<file path="config.mk">
export PLATFORM = sky130hd
export DESIGN_NAME = slq_cell
export DESIGN_NICKNAME = d
export VERILOG_FILES = /design/src/hdl/slq_pkg.sv /design/src/hdl/slq_cell.sv
export SDC_FILE = /design/constraint.sdc
export NUM_CORES = 1
export LEC_CHECK = 0
export ABC_AREA = 0
export ABC_CLOCK_PERIOD_IN_PS = 2300
export BUFFER_PORTS_ARGS = -buffer_cell sky130_fd_sc_hd__buf_2
export CELL_PAD_IN_SITES_DETAIL_PLACEMENT = 2
export CELL_PAD_IN_SITES_GLOBAL_PLACEMENT = 2
export CORE_ASPECT_RATIO = 1.25
export CORE_MARGIN = 2
export CORE_UTILIZATION = 25
export CTS_CLUSTER_SIZE = 12
export DETAILED_ROUTE_END_ITERATION = 6
export HOLD_SLACK_MARGIN = 0.05
export PLACE_DENSITY_LB_ADDON = 0.1
export SYNTH_ARGS = -nofsm -noshare
export SYNTH_HDL_FRONTEND = slang
export SYNTH_SLANG_ARGS = --single-unit
</file>
<file path="constraint.sdc">
create_clock -name clk -period 2.3 [get_ports clk]
set_clock_uncertainty 0.15 [all_clocks]
set_input_delay 0.115 -clock clk [delete_from_list [all_inputs] [get_ports clk]]
set_output_delay 0.115 -clock clk [all_outputs]
set_load 0.01 [all_outputs]
</file>
<file path="src/hdl/slq_pkg.sv">
`timescale 1ns / 1ps

package slq_pkg;

    // fixed field widths
    localparam int SEQ_W  = 30;
    localparam int CHK_W  = 16;
    localparam int STAT_W = 3;
    localparam int CIDX_W = 1;

    // result status codes
    localparam logic [STAT_W-1:0] ST_OUT_OF_RANGE = 3'd0;
    localparam logic [STAT_W-1:0] ST_FIRST        = 3'd1;
    localparam logic [STAT_W-1:0] ST_RECOVERED    = 3'd2;
    localparam logic [STAT_W-1:0] ST_IN_ORDER     = 3'd3;
    localparam logic [STAT_W-1:0] ST_GAP          = 3'd4;
    localparam logic [STAT_W-1:0] ST_BACKWARD     = 3'd5;

    // config register indexes
    localparam logic [CIDX_W-1:0] REG_SEQ_RANGE   = 1'd0;
    localparam logic [CIDX_W-1:0] REG_CHECK_DEPTH = 1'd1;

    // per-cycle command to the list cells
    typedef struct packed {
        logic             shift;  // every cell not being loaded takes its right neighbor
        logic             load;   // the addressed cell takes val
        logic [SEQ_W-1:0] val;
    } cell_ctl_t;

endpackage

</file>
<file path="src/hdl/slq_cell.sv">
`timescale 1ns / 1ps

// One entry of the missing-number list
module slq_cell #(
    parameter int IW  = 8,
    parameter int IDX = 0
) (
    input  logic                     clk,
    input  slq_pkg::cell_ctl_t       ctl,
    input  logic [IW-1:0]            load_pos,
    input  logic [slq_pkg::SEQ_W-1:0] right_in,
    output logic [slq_pkg::SEQ_W-1:0] value
);
    import slq_pkg::*;

    logic [SEQ_W-1:0] value_reg;
    logic [SEQ_W-1:0] value_next;
    logic             hit;

    assign hit = ctl.load && (load_pos == IW'(IDX));

    // load wins over shift so a rotated head lands at the tail
    always_comb
    begin
        value_next = value_reg;
        if (hit)
        begin
            value_next = ctl.val;
        end
        else if (ctl.shift)
        begin
            value_next = right_in;
        end
    end

    always_ff @(posedge clk)
    begin
        value_reg <= value_next;
    end

    assign value = value_reg;

endmodule

</file>
==> results of run 1 <==
[power by group through the flow]
stage | clock network [mW] | registers [mW] | logic (mW)
after detailed placement | 0 | 0.673 | 0.187
after CTS | 0.413 | 0.661 | 0.266
after global placement | 0 | 0.672 | 0.181
final | 0.395 | 0.661 | 0.267
after global routing | 0.431 | 0.666 | 0.290
after floorplan | 0 | 0.698 | 0.0498
[per-layer routing]
metal / routed length [um] / global-route usage
met1: 1358 / 0.1270
met2: 2654 / 0.3173
met3: 367 / 0.05695
met4: 62 / 0.05317
met5: 0 / 0
[kinds of logic after synthesis]
logic type	share of synthesized area
buffers and inverters	0.02377
flip-flops	0.6338
multiplexers	0.3143
AND/OR/NAND/NOR	0.02816
[metrics by stage]
stage | total power, mW | std cells | utilization
after floorplan | 0.7480 | 68 | -
after global placement | 0.8531 | 232 | 0.3657
after global routing | 1.388 | 300 | 0.4910
after CTS | 1.340 | 300 | 0.4910
after detailed placement | 0.8597 | 232 | 0.3657
final | 1.324 | 300 | 0.4910
[cell type report]
type	count	area, um2
sequential	30	900.9
tap	64	80.08
clock buffer	6	72.57
fill	558	2770
timing repair buffer	163	1124
multi-input combinational	35	486.7
clock inverter	2	8.758
[final timing paths]
| kind | start | to | slack, ns | cells after the start |
|---|---|---|---|---|
| worst min-delay path | ctl[31] | value[16]$_DFFE_PP_ | 0.21 | 3 |
| worst max-delay path | load_pos[6] | value[8]$_DFFE_PP_ | 0.32 | 6 |
[cell usage after synthesis, drive strengths merged]
library cell / count / share of area
buf: 3 / 0.024
edfxtp: 30 / 0.63
mux2: 30 / 0.31
nand2b: 1 / 0.0044
nand3: 1 / 0.0070
nor2: 1 / 0.0026
nor3: 1 / 0.0035
nor4b: 1 / 0.011
[worst min-delay path, delay by kind of cell]
kind | cells | cell delay, ns
buffers and inverters | 2 | 0.27
AND/OR/NAND/NOR | 1 | 0.11
==> run summary, run 1 <==
The flow ran to the end, and the final reports show no timing, DRC or antenna violations. The max capacitance violation total came out at 0. The worst voltage drop across the vdd grid came out at roughly 0.22 mV. The number of nets in the synthesized netlist is between 100 and 150. The proportion of total power due to net switching came out at 0.2201. In this run, distinct cell masters in the synthesized netlist total 9. The initial utilization of the core area, before any placement, comes to 0.2611. The first global-routing pass estimated roughly 7.0 mm of wire. The overall overflow remaining after global route is 0. The maximum clock rate came out at ~0.51 GHz.

The tree is rooted in a sky130_fd_sc_hd__clkbuf_8. STA classifies the critical path endpoint as a flop. The worst setup path is of the input port to flop kind.

Of the total power, the clock network draws 0.299. The switching power of the nets came out at a little under 0.3 mW. The number of endpoints failing setup at the final stage came out at 0. The arrival time at the worst endpoint came out at between 1.5 and 2 ns. The final net count came out at about 310. In this run the power density over the cells is ~500 nW/um2. Summed over all failing endpoints, the final setup total negative slack is 0 ns.

Setup repair after global routing left no endpoint under its margin. The final hold slack is about 0.21 ns. In the synthesized netlist, the number of instances is 68.

The count of pins over their slew limit is 0. The iteration-0 DRC count of the detailed router is 37. After detailed routing, the average wire length per cell comes to between 10 and 15 um. The sequential-to-total area share from yosys stat is 0.6338.

The number of levels the H-tree was split into came out at 2. TritonCTS created 5 clock buffers. The detail route stage leaves a number of antenna-violating nets equal to 0. TritonCTS built the clock tree.

The warning count from the yosys run came out at 0. The number of global-route vias before repair is roughly 1,500. The worst hold path belongs to the class input port to flop. The largest fanout on the critical path is 31. In this run the mean area of a mapped cell was 20.90 um2. The launching element type of the critical path is an input port. The total routed wirelength came out at between 4 and 5 mm.

In this run the horizontal extent of the chip is between 70 and 80 um. The number of setup buffers added after CTS is 0. The post-route clock period utilization is 0.8596. The via count of the routed design is roughly 1,300. The finished cells cover 2673 um2.

The core area is about 5400 um2. At the placement stage, the worst setup path has a slack of 0.4115 ns. For this run, design rule violations remaining after detail routing come to 0.

The number of iterations in the first detailed-routing pass is 4. The family of cells with the greatest summed delay on the critical path is buffers and inverters. The initial antenna violation count is 0.

The number of gates given a new drive strength after cts came out at 0. The relative max-transition margin is 0.6287. The via count normalized by instance count is 4.167. The worst path setup slack after routing came out at ~0.32 ns. The final antenna diode count came out at 0. The initialized floorplan defines 30 standard-cell rows. The analysis attributes to cell leakage a power of roughly 1.3 nW. The cell area after technology mapping came out at roughly 1400 um2. The maximum clock path buffer count came out at 2. The layout overhead on the synthesized area came out at 88.03%. The part of the total power dissipated in sequential elements is 0.500. The maximum cell stage delay along the critical path is around 0.57 ns. The instance area at placement is 1991 um2.

The library cells used most frequently in the layout, excluding fill and tap cells, are sky130_fd_sc_hd__buf_2 (100), sky130_fd_sc_hd__dlygate4sd3_1 (60), sky130_fd_sc_hd__edfxtp_1 (30). The required time at the worst-slack endpoint came out at about 2.2 ns. The all-layer global routing usage is 0.1523. The worst path buffer plus inverter count came out at 3.

The die is slightly below 90 um tall. In this run, post-CTS hold repair placed 60 buffers. The library cell used most frequently in the layout, excluding fill and tap cells, is sky130_fd_sc_hd__buf_2. The clock period could shrink to slightly below 2 ns. The fraction of final layout cells sized beyond drive strength 1 came out at 0.5975. The clock transition at the registers of the reported paths is 0.06 ns. The register with the most flip-flops in the layout has 30 of them.

Counting every sink on the clock net gives 30. Entering global routing, the biggest net connects 32 pins. The number of synthesized register bits came out at 30. Pin placement for this block handled between 100 and 150 I/O pins.

The number of hold violations in the final report was 0. On the critical path, the stage with the largest delay is an instance of sky130_fd_sc_hd__dlygate4sd3_1. Traced cell by cell, the critical path runs through buf_2 -> nor4b_2 -> nand3_2 -> buf_4 -> mux2_4 -> dlygate4sd3_1. The number of I/O port buffers came out at 100. Routability-driven placement finished with a final weighted congestion of between 0.6 and 0.7. The actual transition at the worst max-transition pin came out at about 0.56 ns. The die covers approximately 6300 um2.

The wire-length estimate of the detail-placed layout is between 2 and 3 mm. The internal power component is slightly above 1 mW. The combinational share of power came out at 0.202.
Power figures use the tool's default switching activity.
==> run 2, diff against run 1 <==
--- a/config.mk
+++ b/config.mk
@@ -6,17 +6,17 @@
 export NUM_CORES = 1
 export LEC_CHECK = 0
 export ABC_AREA = 0
-export ABC_CLOCK_PERIOD_IN_PS = 2300
+export ABC_CLOCK_PERIOD_IN_PS = 1800
 export BUFFER_PORTS_ARGS = -buffer_cell sky130_fd_sc_hd__buf_2
 export CELL_PAD_IN_SITES_DETAIL_PLACEMENT = 2
 export CELL_PAD_IN_SITES_GLOBAL_PLACEMENT = 2
 export CORE_ASPECT_RATIO = 1.25
 export CORE_MARGIN = 2
-export CORE_UTILIZATION = 25
+export CORE_UTILIZATION = 23
 export CTS_CLUSTER_SIZE = 12
 export DETAILED_ROUTE_END_ITERATION = 6
 export HOLD_SLACK_MARGIN = 0.05
-export PLACE_DENSITY_LB_ADDON = 0.1
+export PLACE_DENSITY = 0.87
 export SYNTH_ARGS = -nofsm -noshare
 export SYNTH_HDL_FRONTEND = slang
 export SYNTH_SLANG_ARGS = --single-unit
==> constraint.sdc (replaced) <==
create_clock -name clk -period 1.8 [get_ports clk]
set_clock_uncertainty 0.15 [all_clocks]
set_input_delay 0.09 -clock clk [delete_from_list [all_inputs] [get_ports clk]]
set_output_delay 0.09 -clock clk [all_outputs]
set_load 0.01 [all_outputs]
==> run summary, run 2 (synthesis gave the netlist of run 1 again) <==
The flow ran to the end, and the final reports show no timing, DRC or antenna violations. The number of global-route vias before repair came out at 1,504 (+3.5%). The required time at the worst-slack endpoint came out at 1.67 ns (-0.50 ns). The maximum cell stage delay along the critical path came out at 0.31 ns (-0.26 ns). The arrival time at the worst endpoint is 1.22 ns (-0.63 ns). The via count normalized by instance count is 3.988 (-4.3%). The cell depth of the worst hold path came to 3 (unchanged). The clock sink total came to 30 (unchanged). The critical path goes through buf_2 -> nor4b_2 -> nand3_2 -> buf_4 -> mux2_4. The worst setup path is captured at a flop.

The final cell area excluding filler cells is 2725 um2 (+2.0%). The full die area was 6828 um2 (+8.2%). The worst path setup slack after routing is 0.4529 ns (+0.1299 ns).

The final antenna diode count came out at 0 (unchanged). The actual transition at the worst max-transition pin is 0.2331 ns (-0.3238 ns). The initial core utilization was 0.2336 (-0.02760). The internal power component is 1.309 mW (+27%). The largest fanout on the critical path is 10 (-68%). The all-layer global routing usage is 0.1542 (+0.001909).

The instance area at placement is 2052 um2 (+3.1%). The overall overflow remaining after global route is 0 (unchanged). Static timing analysis puts the maximum clock frequency at 0.7423 GHz.

The count of pins over their slew limit is 0 (unchanged). The leakage power total is 1.297 nW (+0.78%). The post-CTS setup repair buffer count is 0 (unchanged). The number of iterations in the first detailed-routing pass was 3 (-1).

After layout, the minimum clock period comes to 1.347 ns. The power per standard cell area is 615.6 nW/um2 (+24%). The first-pass GRT wire length came out at 7.631 mm (+9.0%).

The number of filler cells placed in the layout is 644 (+15%). The pin count of the biggest net entering global routing came out at 21 (-34%). The pre-CTS setup slack is 0.1761 ns (-0.2354 ns). The worst hold path belongs to the class input port to flop. Setup repair after global routing left no endpoint under its margin. The clock transition at the registers of the reported paths was 0.06 ns (about the same). The number of I/O pins is 101 (unchanged). The hold buffer count at CTS came out at 60 (unchanged). The final RePlAce weighted congestion is 0.6572 (-0.45%).

The post-route clock period utilization is 0.7484. The top cell types in the final layout, fill and taps aside, are sky130_fd_sc_hd__buf_2 (100), sky130_fd_sc_hd__dlygate4sd3_1 (60), sky130_fd_sc_hd__edfxtp_1 (30). The post-route antenna net violation count came out at 0 (unchanged). The initial antenna violation count came out at 0 (unchanged). The switching power of the nets came to 0.3685 mW (+26%). The worst voltage drop across the vdd grid is 0.2349 mV (+7.0%). The clock network power share is 0.287 (-0.012). The max capacitance violation total came out at 0 (unchanged).

The core area is 6086 um2 (+12%). The library cell used most frequently in the layout, excluding fill and tap cells, is sky130_fd_sc_hd__buf_2. The relative max-transition margin is 0.8442 (+0.2154). The via count of the routed design is 1,276 (+2.1%). The TritonCTS clock tree is yes. The proportion of total power due to net switching is 0.2197 (-0.0003859). The number of gates given a new drive strength after cts came out at 0 (unchanged). The category of the most critical setup path is input port to flop. The root buffer cell chosen for the clock tree is sky130_fd_sc_hd__clkbuf_8. The row count is 32 (+6.7%). The setup TNS after final layout is 0 ns (unchanged). The maximum clock path buffer count is 2 (unchanged). The number of levels the H-tree was split into came out at 2 (unchanged).

Relative to the synthesized area, the layout overhead comes to 91.73%. The number of endpoints failing setup at the final stage is 0 (unchanged). The combinational share of power came out at 0.209 (+0.007).

The vertical extent of the die came out at 91.89 um (+4.1%). The number of I/O port buffers came to 100 (unchanged). The fraction of final layout cells sized beyond drive strength 1 came out at 0.6043 (+0.006798). The overall die width was 74.31 um (+4.0%). The utilization of the core after routing is 0.4478 (-0.04325). The number of hold violations in the final report is 0 (unchanged).

The final net count came out at 307 (+0.33%). The total routed wirelength came out at 5.110 mm (+15%). The iteration-0 DRC count of the detailed router came to 39 (+5.4%). The worst setup path is launched from an input port. The number of clock buffers inserted by TritonCTS came out at 5 (unchanged).

The flip-flop count of the largest register, all copies and words added is 30 (unchanged). The average detailed-routed wire length per instance came out at 15.97 um (+7.8%). The part of the total power dissipated in sequential elements is 0.504 (+0.004). The post-route DRC violation count is 0 (unchanged). On the critical path, the stage with the largest delay is an instance of sky130_fd_sc_hd__mux2_4.
## run 2: worst paths after layout
kind                             endpoint        start  slack, ns
worst max-delay path   value[8]$_DFFE_PP_  load_pos[6]       0.45
worst min-delay path  value[27]$_DFFE_PP_      ctl[31]       0.17
## run 2: area by class of cell
| type | count | area [um2] | share of cell area |
|---|---|---|---|
| sequential | 30 | 900.9 | 0.3306 |
| clock buffer | 5 | 68.82 | 0.02525 |
| clock inverter | 1 | 3.754 | 0.001377 |
| timing repair buffer | 164 | 1156 | 0.4242 |
| tap | 85 | 106.4 | 0.03903 |
| multi-input combinational | 35 | 489.2 | 0.1795 |
## run 2: per-layer routing
metal | vias up | GRT usage | share of wire
met4 | 0 | 0.02679 | 0.0029
met5 | - | 0 | 0
li1 | 598 | - | -
met3 | 3 | 0.04505 | 0.059
met1 | 617 | 0.1316 | 0.31
met2 | 58 | 0.3296 | 0.63
## run 2: through the flow
step	power [mW]	cells	hold WS (ns)
2_1_floorplan	0.9556	68	0.1575
3_3_place_gp	1.094	254	0.2409
3_5_place_dp	1.106	254	0.2447
4_1_cts	1.697	320	0.1705
5_1_grt	1.770	320	0.1784
6_report	1.678	320	0.1748
## run 2: critical path, delay by kind of cell
kind,cells,cell delay [ns]
simple gates,2,0.46
buf+inv,2,0.34
mux,1,0.31
## run 2: power groups by stage
stage / combinational [mW] / clock, mW / sequential, mW
global route: 0.377 / 0.543 / 0.850
CTS: 0.347 / 0.504 / 0.846
floorplan: 0.0640 / 0 / 0.892
global placement: 0.236 / 0 / 0.857
finish: 0.351 / 0.481 / 0.845
detailed placement: 0.245 / 0 / 0.860
